## config.mk

```make
export PLATFORM = sky130hd
export DESIGN_NAME = tpi_queue
export DESIGN_NICKNAME = d
export VERILOG_FILES = /design/src/design/tpi_pkg.sv /design/src/design/tpi_queue.sv
export SDC_FILE = /design/constraint.sdc
export NUM_CORES = 1
export LEC_CHECK = 0
export BUFFER_PORTS_ARGS = -buffer_cell sky130_fd_sc_hd__clkbuf_2
export CORE_MARGIN = 2
export CORE_UTILIZATION = 57
export DETAILED_ROUTE_END_ITERATION = 8
export PLACE_DENSITY = 0.9
export SKIP_CTS_REPAIR_TIMING = 1
export SLEW_MARGIN = 15
export SYNTH_ARGS = -nofsm -noshare
export SYNTH_HDL_FRONTEND = slang
export SYNTH_SLANG_ARGS = --single-unit
export TNS_END_PERCENT = 10
```

## constraint.sdc

```tcl
create_clock -name clk_i -period 14.97 [get_ports clk_i]
set_input_delay 2.994 -clock clk_i [delete_from_list [all_inputs] [get_ports clk_i]]
set_output_delay 2.994 -clock clk_i [all_outputs]
set_load 0.05 [all_outputs]
```

## src/design/tpi_pkg.sv

```systemverilog
// ----------------------------------------------------------------------------
// tpi_pkg: shared constants for the three-plane intersection block
// Default widths, queue depth, the cofactor wiring tables and the
// back-end sequencer states.
// ----------------------------------------------------------------------------
`default_nettype none

package tpi_pkg;

  localparam int unsigned COEF_WIDTH_DEF = 32;
  localparam int unsigned FRAC_BITS_DEF  = 16;

  // Entries between the determinant pipeline and the divider.
  localparam int unsigned QDEPTH = 4;

  // Column codes of the augmented matrix: a, b, c and the right-hand side.
  localparam logic [1:0] COL_A = 2'd0;
  localparam logic [1:0] COL_B = 2'd1;
  localparam logic [1:0] COL_C = 2'd2;
  localparam logic [1:0] COL_R = 2'd3;

  // The six 2x2 minors of rows two and three, one per column pair (p, q).
  localparam logic [1:0] PAIR_P [6] = '{COL_A, COL_A, COL_A, COL_B, COL_B, COL_C};
  localparam logic [1:0] PAIR_Q [6] = '{COL_B, COL_C, COL_R, COL_C, COL_R, COL_R};

  // First-row expansion of D, Dx, Dy, Dz: row-one element, minor and sign.
  localparam logic [1:0] TERM_COL [4][3] = '{
    '{COL_A, COL_B, COL_C},
    '{COL_R, COL_B, COL_C},
    '{COL_A, COL_R, COL_C},
    '{COL_A, COL_B, COL_R}
  };
  localparam logic [2:0] TERM_PAIR [4][3] = '{
    '{3'd3, 3'd1, 3'd0},
    '{3'd3, 3'd5, 3'd4},
    '{3'd5, 3'd1, 3'd2},
    '{3'd4, 3'd2, 3'd0}
  };
  localparam logic TERM_NEG [4][3] = '{
    '{1'b0, 1'b1, 1'b0},
    '{1'b0, 1'b0, 1'b1},
    '{1'b1, 1'b1, 1'b0},
    '{1'b0, 1'b1, 1'b0}
  };

  typedef enum logic [1:0] {
    BK_IDLE,
    BK_DIV,
    BK_FIN
  } bk_state_e;

endpackage

`default_nettype wire

```

## src/design/tpi_queue.sv

```systemverilog
// ----------------------------------------------------------------------------
// tpi_queue: short queue of determinant sets
// Holds finished determinants until the divider is free.
// ----------------------------------------------------------------------------
`default_nettype none

module tpi_queue import tpi_pkg::*; #(
  parameter int unsigned DW    = 3 * COEF_WIDTH_DEF + 7,
  parameter int unsigned DEPTH = QDEPTH,
  localparam int unsigned AW   = (DEPTH > 1) ? $clog2(DEPTH) : 1,
  localparam int unsigned CW   = $clog2(DEPTH + 1)
) (
  input  wire                   clk_i,
  input  wire                   rst_ni,
  input  wire                   push_i,
  input  wire  signed [DW-1:0]  data_i [4],
  input  wire                   pop_i,
  output logic                  empty_o,
  output logic                  full_o,
  output logic signed [DW-1:0]  data_o [4]
);

  logic signed [DW-1:0] mem_q [DEPTH][4];
  logic [AW-1:0] wr_q, rd_q;
  logic [CW-1:0] cnt_q;

  always_ff @(posedge clk_i) begin
    if (push_i) begin
      mem_q[wr_q] <= data_i;
    end
  end

  always_ff @(posedge clk_i or negedge rst_ni) begin
    if (!rst_ni) begin
      wr_q  <= '0;
      rd_q  <= '0;
      cnt_q <= '0;
    end else begin
      if (push_i) begin
        wr_q <= (wr_q == AW'(DEPTH - 1)) ? '0 : wr_q + AW'(1);
      end
      if (pop_i) begin
        rd_q <= (rd_q == AW'(DEPTH - 1)) ? '0 : rd_q + AW'(1);
      end
      cnt_q <= cnt_q + CW'(push_i) - CW'(pop_i);
    end
  end

  assign empty_o = (cnt_q == '0);
  assign full_o  = (cnt_q == CW'(DEPTH));
  assign data_o  = mem_q[rd_q];

endmodule

`default_nettype wire

```

## Word level (Yosys, flattened, before mapping)

Memories as Yosys holds them, arrays and structs flattened.
Cells that the tools add are included.
Widths: inputs -> output; s select.

| operators by class | value |
|---|---|
| add/subtract/negate cells | 4 |
| eq/ne operators | 3 |
| muxes and demuxes | 4 |
| reductions and logical operators | 1 |

Operators with widths:

| operator | number |
|---|---|
| $add 2x1->2 const B | 2 |
| $eq 2x2->1 const B | 2 |
| $mux 2 | 2 |
| $add 3x1->3 | 1 |
| $eq 3x3->1 const B | 1 |
| $logic_not 3->1 | 1 |
| $sub 3x1->3 | 1 |
| $mux 1 | 2 |

| word-level totals | value |
|---|---|
| register bits after elaboration | 7 |
| RAM bits | 1648 |
| word-level logic and storage cells | 16 |
| memories | 1 |

Memory list:

| memory | words | bits a word | rd ports | clocked after Yosys merged registers in | wr ports | line | RTL |
|---|---|---|---|---|---|---|---|
| mem_q | 4 | 412 | 1 | 0 | 1 | tpi_queue.sv:23 | `logic signed [DW-1:0] mem_q [DEPTH][4];` |

## Logic depth before layout (Yosys ltp)

Gate-level depths: netlist (run 1).

| depth | value |
|---|---|
| depth in word-level cells | 2 |
| gate-level depth with buffers | 7 |
| mapped depth without buffers | 7 |

## Least setup slack after synthesis (run 1)

No wires, ideal clock.

| timing path | value |
|---|---|
| kind | input to register |
| start point | input port push_i |
| end point | memory mem_q[0][0] (netlist name) (enable) |
| setup time | 827 ps |
| arrival time | 12257 ps |
| data required time | 14143 ps |
| setup slack | 1887 ps |
| stages on the path | 1 |
| buffers on the path | 0 |
| cells stage by stage | and2_1 |

| on the way | value |
|---|---|
| word-level cells in the longest chain between the ends | 2 |

Ends and longest elaborated chain:

| element | line | RTL |
|---|---|---|
| from (decl) | tpi_queue.sv:15 | `input wire push_i,` |
| $mux 1 | tpi_queue.sv:28 | `if (push_i) begin` |
| $mux 1 (implied by the code) | tpi_queue.sv:29 | `mem_q[wr_q] <= data_i;` |
| to (decl) | tpi_queue.sv:23 |  |

Every way passes these cells.

==> results.py, run 1 <==
metrics = {
    "layout": {
        "multi_input_area_um2": 9500,
        "drive_above_1_share_pct": 45.9,
        "register_area_um2": 49700,
        "layout.cells.non_filler": 4651,
        "syn2layout_area_growth_pct": 17.7,
        "nets": 3534,
        "fillers": 5853,
    },
    "floorplan": {
        "num_rows": 118,
        "die_h_um": 328,
        "dieArea_um2": 108000,
        "fp.dieW_um": 328,
        "pin_count": 830,
        "start_util_pct": 57.7,
        "core_um2": 104000,
    },
    "synthesis": {
        "ys_ff_latch": 1655,
        "netlist_top_cells_area": "edfxtp_1, mux4_2, buf_6",
        "ys_seq_area_share_pct": 82.9,
        "ys_types": 19,
        "yosys.area_share.simple_pct": 0.0878,
        "synthXorXnorAreaFrac_pct": 0.0293,
        "synth_top_area_share_pct": 82.6,
        "syn-cell-area_um2": 59900,
        "synth_adder_area_share_pct": 0.180,
        "ys_warn_count": 0,
        "synth_cells": 2188,
        "synth_fp_nets": 2612,
        "synth_compound_area_share_pct": 0.0167,
        "postSynthAreaPerCell_um2": 27.4,
        "yosysTopAreaCell": "edfxtp_1",
        "synth_top_family_by_area": "multiplexers",
        "muxShareOfSynthArea_pct": 15.5,
    },
    "critical_path": {
        "crit_type": "register to output pin",
        "cp.required_ns": 11.98,
        "cp_max_fo": 76,
        "worstPathArrival_ns": 4.64,
        "ff2ff_path_depth": 5,
        "start_kind": "register",
        "cp-end-kind": "output pin",
    },
    "detailed_routing": {
        "drt_iter0_drc": 3481,
        "vias": 28804,
        "routedWlPerCell_um": 32.4,
        "drc": 0,
        "vias_per_cell": 6.19,
        "wl_um": 151000,
        "drt_first_pass_iters": 5,
        "ant_nets": 0,
    },
    "timing": {
        "max_slew.worst_pin.slew_ns": 1.16,
        "layout_min_cycle_time_ns": 7.63,
        "relSlewSlack_pct": 22.4,
        "finalCritPeriodShare_pct": 51.0,
        "hold_violations": 0,
        "slew_viol_final": 0,
        "rsz0062_at_grt": "no",
        "max_clock_freq_ghz": 0.131,
        "clock-skew-final_ns": 0.0353,
        "finalSetupTns_ns": 0,
        "setup_viol": 0,
    },
    "place": {
        "dp_cells": 4331,
        "hpwl_um": 86800,
        "gp_congestion": 0.821,
        "port_buffers": 829,
    },
    "cts": {
        "cts_buffer_depth": 3,
        "clock_sinks": 1655,
        "cts_tree": "yes",
        "clock_latency_ns": 0.77,
        "clk_pin_slew_ns": 0.06,
        "cts_root_buf": "clkbuf_16",
        "h-tree-depth": 4,
        "numCtsBuffers": 157,
    },
    "grt": {
        "grt_pass1_wl_um": 213000,
        "grt_use_total_pct": 27.7,
        "grt_start_max_net_pins": 161,
        "grt_pass1_vias": 30667,
        "antenna_found_initial": 44,
        "grt_overflow": 0,
    },
    "power": {
        "p_leak_nw": 24.0,
        "powerDensity_nw_per_um2": 232,
        "finalPower_mw": 16.3,
        "ir_drop_uv": 230,
    },
    "flow_run": {
        "drv_cap": 0,
    },
    "worst_hold_path": {
        "min_path_type": "register to register",
        "hold_path_depth": 2,
    },
    "run_status": {
        "outcome": "finished clean",
    },
}
cells in the mapped netlist (all sizes together):
cell type	instances
or3b	1
xnor2	2
fa	1
nor2	1
nor3	1
buf	84
clkbuf	8
mux2	2
inv	6
and2	4
mux4	412
edfxtp	1648
and3	1
o21ai	2
nand2	1
dfrtp	7
ha	7
final cells by class:
class / instances / area share, %
diodes: 42 / 0.149
clock buffers: 193 / 5.89
clock inverters: 85 / 1.21
inverters: 6 / 0.0320
multi-input cells: 435 / 13.5
flip-flops and latches: 1655 / 70.5
well taps: 1380 / 2.45
repair buffers: 855 / 6.32
placed cells by master, fill, tap and decap left out:
cell type | netlist | routed
and2_4 | 0 | 4
and3_1 | 1 | 1
buf_12 | 0 | 9
buf_4 | 4 | 17
bufinv_16 | 0 | 14
clkbuf_1 | 8 | 32
clkbuf_16 | 0 | 161
clkbuf_2 | 0 | 829
clkinv_1 | 0 | 39
clkinv_16 | 0 | 1
clkinv_2 | 0 | 17
clkinv_8 | 0 | 2
clkinvlp_4 | 0 | 3
dfrtp_1 | 7 | 5
dfrtp_4 | 0 | 2
diode_2 | 0 | 42
edfxtp_1 | 1648 | 1648
fa_1 | 1 | 1
ha_1 | 7 | 7
inv_1 | 6 | 6
inv_16 | 0 | 3
inv_6 | 0 | 5
inv_8 | 0 | 1
mux2_2 | 2 | 2
mux4_2 | 412 | 412
nand2_1 | 1 | 1
nor2_1 | 1 | 1
nor3_1 | 1 | 1
o21ai_0 | 2 | 2
or3b_2 | 1 | 1
xnor2_1 | 2 | 2
flip-flops by register name, indices dropped and copies added (netlist names):
name,cells
cnt_q,3
wr_q,2
rd_q,2
mem_q,1648
worst max-delay path: stages (launching register included):
cell and delay (ns):
dfrtp_4 1.13, buf_4 0.88, buf_4 0.95, mux4_2 0.47, clkbuf_2 0.26
worst paths after layout:
path	startpoint	end	slack, ns
min in group asynchronous	rst_ni	cnt_q[2]	2.07
setup / recovery	rd_q[1]	data_o[228]	7.34
hold reg to reg	wr_q[0]	wr_q[0]	0.63
hold / removal	wr_q[0]	wr_q[0]	0.63
max in group asynchronous	rst_ni	rd_q[1]	12.68
setup reg to reg	wr_q[1]	mem_q[0][196]	11.30
metrics by stage:
step / instance area, um^2 / hold WS, ns / setup WS [ns] / utilization [%]
2_1_floorplan: 59900 / 0.559 / 1.89 / -
3_3_place_gp: 65400 / 0.601 / 8.25 / 63.0
3_5_place_dp: 65400 / 0.624 / 8.20 / 63.0
4_1_cts: 70400 / 0.632 / 7.35 / 67.8
5_1_grt: 70500 / 0.674 / 7.09 / 67.9
6_report: 70500 / 0.626 / 7.34 / 67.9
cells by family (layout without fill, tap and decap cells):
group,Yosys count,after routing
DFF,1655,1655
muxes,414,414
and+or+nand+nor,9,9
AOI/OAI and AO/OA,2,2
adders and majority gates,8,8
other,0,42
buffers and inverters,98,1139
xor gates and xnor gates,2,2
power breakdown:
group          total, mW  switching [mW]  internal, mW  leakage, nW
Combinational       6.17            4.49          1.68         6.33
Clock               3.92            1.70          2.22         2.43
Sequential          6.25           0.299          5.95         15.2
Total               16.3            6.49          9.84         24.0
per-layer routing:
metal,track usage (%),wire length [um],vias to the layer above
li1,-,-,11466
met2,48.3,81800,2048
met1,30.8,46500,14859
met3,7.05,13300,427
met5,0,21,-
met4,16.7,9160,4
No activity file was read; power rests on OpenSTA's default activity.
==> run 2, diff against run 1 <==
Settings changed: CORE_UTILIZATION 57 to 51, PLACE_DENSITY 0.9 to 0.86.
Clock period 14.97 ns to 6.3 ns, I/O delays scaled along.
==> run 2 against run 1 <==
Net effect: non-clock buffer count is 50 higher; global-route usage is 4.1 points lower; sequential power is 140% higher; via count is 1.5% lower; cell area is 0.73% higher; critical path depth is 1 lower; clock power is 130% higher; setup slack worse by 5.7 ns; first-iteration DRC count is 19% lower; power is 140% higher; register-to-register slack worse by 7.6 ns; sequential share of layout area is 0.51 points lower; critical endpoint is now data_o[146]; largest cell class unchanged.
==> results.py, run 2 (same netlist as run 1, synthesis figures left out) <==
metrics = {
    "grt": {
        "grt_start_max_net_pins": 141,
        "grt_util_met1_pct": 27.1,
        "grt_util_met3_pct": 6.28,
        "grt_busiest_layer": "met2",
        "grt_pass1_vias": 30371,
        "grt_pass1_wl_um": 206000,
        "grt_overflow": 0,
        "grt_use_met2_pct": 40.7,
        "grt_use_total_pct": 23.6,
        "antenna_found_initial": 41,
    },
    "critical_path": {
        "cp.required_ns": 5.04,
        "cp_max_fo": 39,
        "r2r_end": "mem_q[0][261]",
        "r2r_slack_ns": 3.73,
        "start_kind": "register",
        "cp-end-kind": "output pin",
        "crit_type": "register to output pin",
        "worstPathArrival_ns": 3.38,
        "ff2ff_path_depth": 4,
        "r2r_start": "wr_q[0]",
    },
    "place": {
        "dp_slack_ns": 2.43,
        "port_buffers": 829,
        "hpwl_um": 86700,
        "dp_cells": 4525,
        "gp_congestion": 0.815,
        "placed_cell_area_um2": 66100,
    },
    "layout": {
        "multi_input_area_um2": 9500,
        "postLayoutCoreUtil_pct": 61.0,
        "register_area_um2": 49700,
        "nets": 3584,
        "syn2layout_area_growth_pct": 18.6,
        "regMostFlops": "mem_q",
        "largest_reg_flops": 1648,
        "drive_above_1_share_pct": 46.6,
        "reg_top3": "mem_q: 1648 flops, cnt_q: 3 flops",
        "final_cell_mix": "edfxtp_1, clkbuf_2, mux4_2, clkbuf_16, buf_4",
        "fillers": 7567,
        "mostFrequentLayoutCell": "edfxtp_1",
        "layout.cells.non_filler": 4848,
        "design_area_um2": 71000,
    },
    "floorplan": {
        "core_um2": 116000,
        "dieArea_um2": 120000,
        "num_rows": 125,
        "start_util_pct": 51.5,
        "die_h_um": 347,
        "pin_count": 830,
        "fp.dieW_um": 347,
    },
    "detailed_routing": {
        "ant_nets": 0,
        "drt_iter0_drc": 2809,
        "drt_first_pass_iters": 7,
        "vias": 28370,
        "routedWlPerCell_um": 29.6,
        "wl_um": 143000,
        "vias_per_cell": 5.85,
        "drc": 0,
    },
    "cts": {
        "numCtsBuffers": 157,
        "cts_tree": "yes",
        "cts_buffer_depth": 3,
        "clock_latency_ns": 0.77,
        "h-tree-depth": 4,
        "cts_root_buf": "clkbuf_16",
        "clock_sinks": 1655,
        "clk_pin_slew_ns": 0.06,
    },
    "flow_run": {
        "drv_cap": 0,
    },
    "timing": {
        "clock-skew-final_ns": 0.0186,
        "hold_violations": 0,
        "layout_min_cycle_time_ns": 4.64,
        "max_clock_freq_ghz": 0.215,
        "finalSetupTns_ns": 0,
        "finalCritPeriodShare_pct": 73.7,
        "fin_ws_ns": 1.66,
        "setup_viol": 0,
        "relSlewSlack_pct": 24.8,
        "slew_viol_final": 0,
        "rsz0062_at_grt": "no",
        "max_slew.worst_pin.slew_ns": 1.13,
    },
    "power": {
        "p_leak_nw": 24.2,
        "ir_drop_uv": 423,
        "powerDensity_nw_per_um2": 543,
    },
    "worst_hold_path": {
        "min_path_type": "input port to async pin",
    },
    "run_status": {
        "outcome": "finished clean",
    },
}
[run 2: cell types whose count changed in the layout (fill, tap and decap cells not counted)]
cell | previous run | this run
buf_12 | 9 | 20
buf_4 | 17 | 56
bufinv_16 | 14 | 8
clkbuf_1 | 32 | 47
clkbuf_16 | 161 | 159
clkinv_1 | 39 | 32
clkinv_2 | 17 | 23
clkinv_8 | 2 | 1
clkinvlp_4 | 3 | 1
diode_2 | 42 | 38
inv_6 | 5 | 9
[run 2: per-stage QoR]
stage               total power, mW  hold slack (ns)
finish                         38.6            0.317
detailed placement             29.6            0.599
CTS                            38.8            0.241
global route                   39.7            0.288
floorplan                      26.3            0.559
global placement               29.3            0.600
[run 2: critical path, cell delays in order (launching register included)]
cell and delay [ns]:
dfrtp_4 0.90, buf_4 0.70, mux4_2 0.63, clkbuf_2 0.27
[run 2: cell type report]
type,count,share of cell area (%)
inverters,6,0.0317
clock inverters,79,0.957
repair buffers,905,7.00
multi-input cells,435,13.4
well taps,1524,2.69
flip-flops and latches,1655,70.0
clock buffers,206,5.85
diodes,38,0.134
[run 2: how the worst max path moves through the flow]
stage | startpoint | to | cells after the start
floorplan | push_i | mem_q[2][0] | 1
detailed placement | rd_q[0] | data_o[211] | 3
CTS | rd_q[0] | data_o[146] | 3
global placement | rd_q[0] | data_o[225] | 3
global route | rd_q[0] | data_o[225] | 3
finish | rd_q[0] | data_o[146] | 3
[run 2: metal layers]
| layer | vias to the layer above | routed length, um |
|---|---|---|
| met3 | 345 | 12400 |
| met1 | 14824 | 47500 |
| met5 | - | 52 |
| met4 | 6 | 7450 |
| met2 | 1623 | 75900 |
| li1 | 11572 | - |
[run 2: power by group]
group	internal, mW	switching (mW)
clock	5.00	3.98
sequential	14.1	0.629
combinational	4.16	10.7
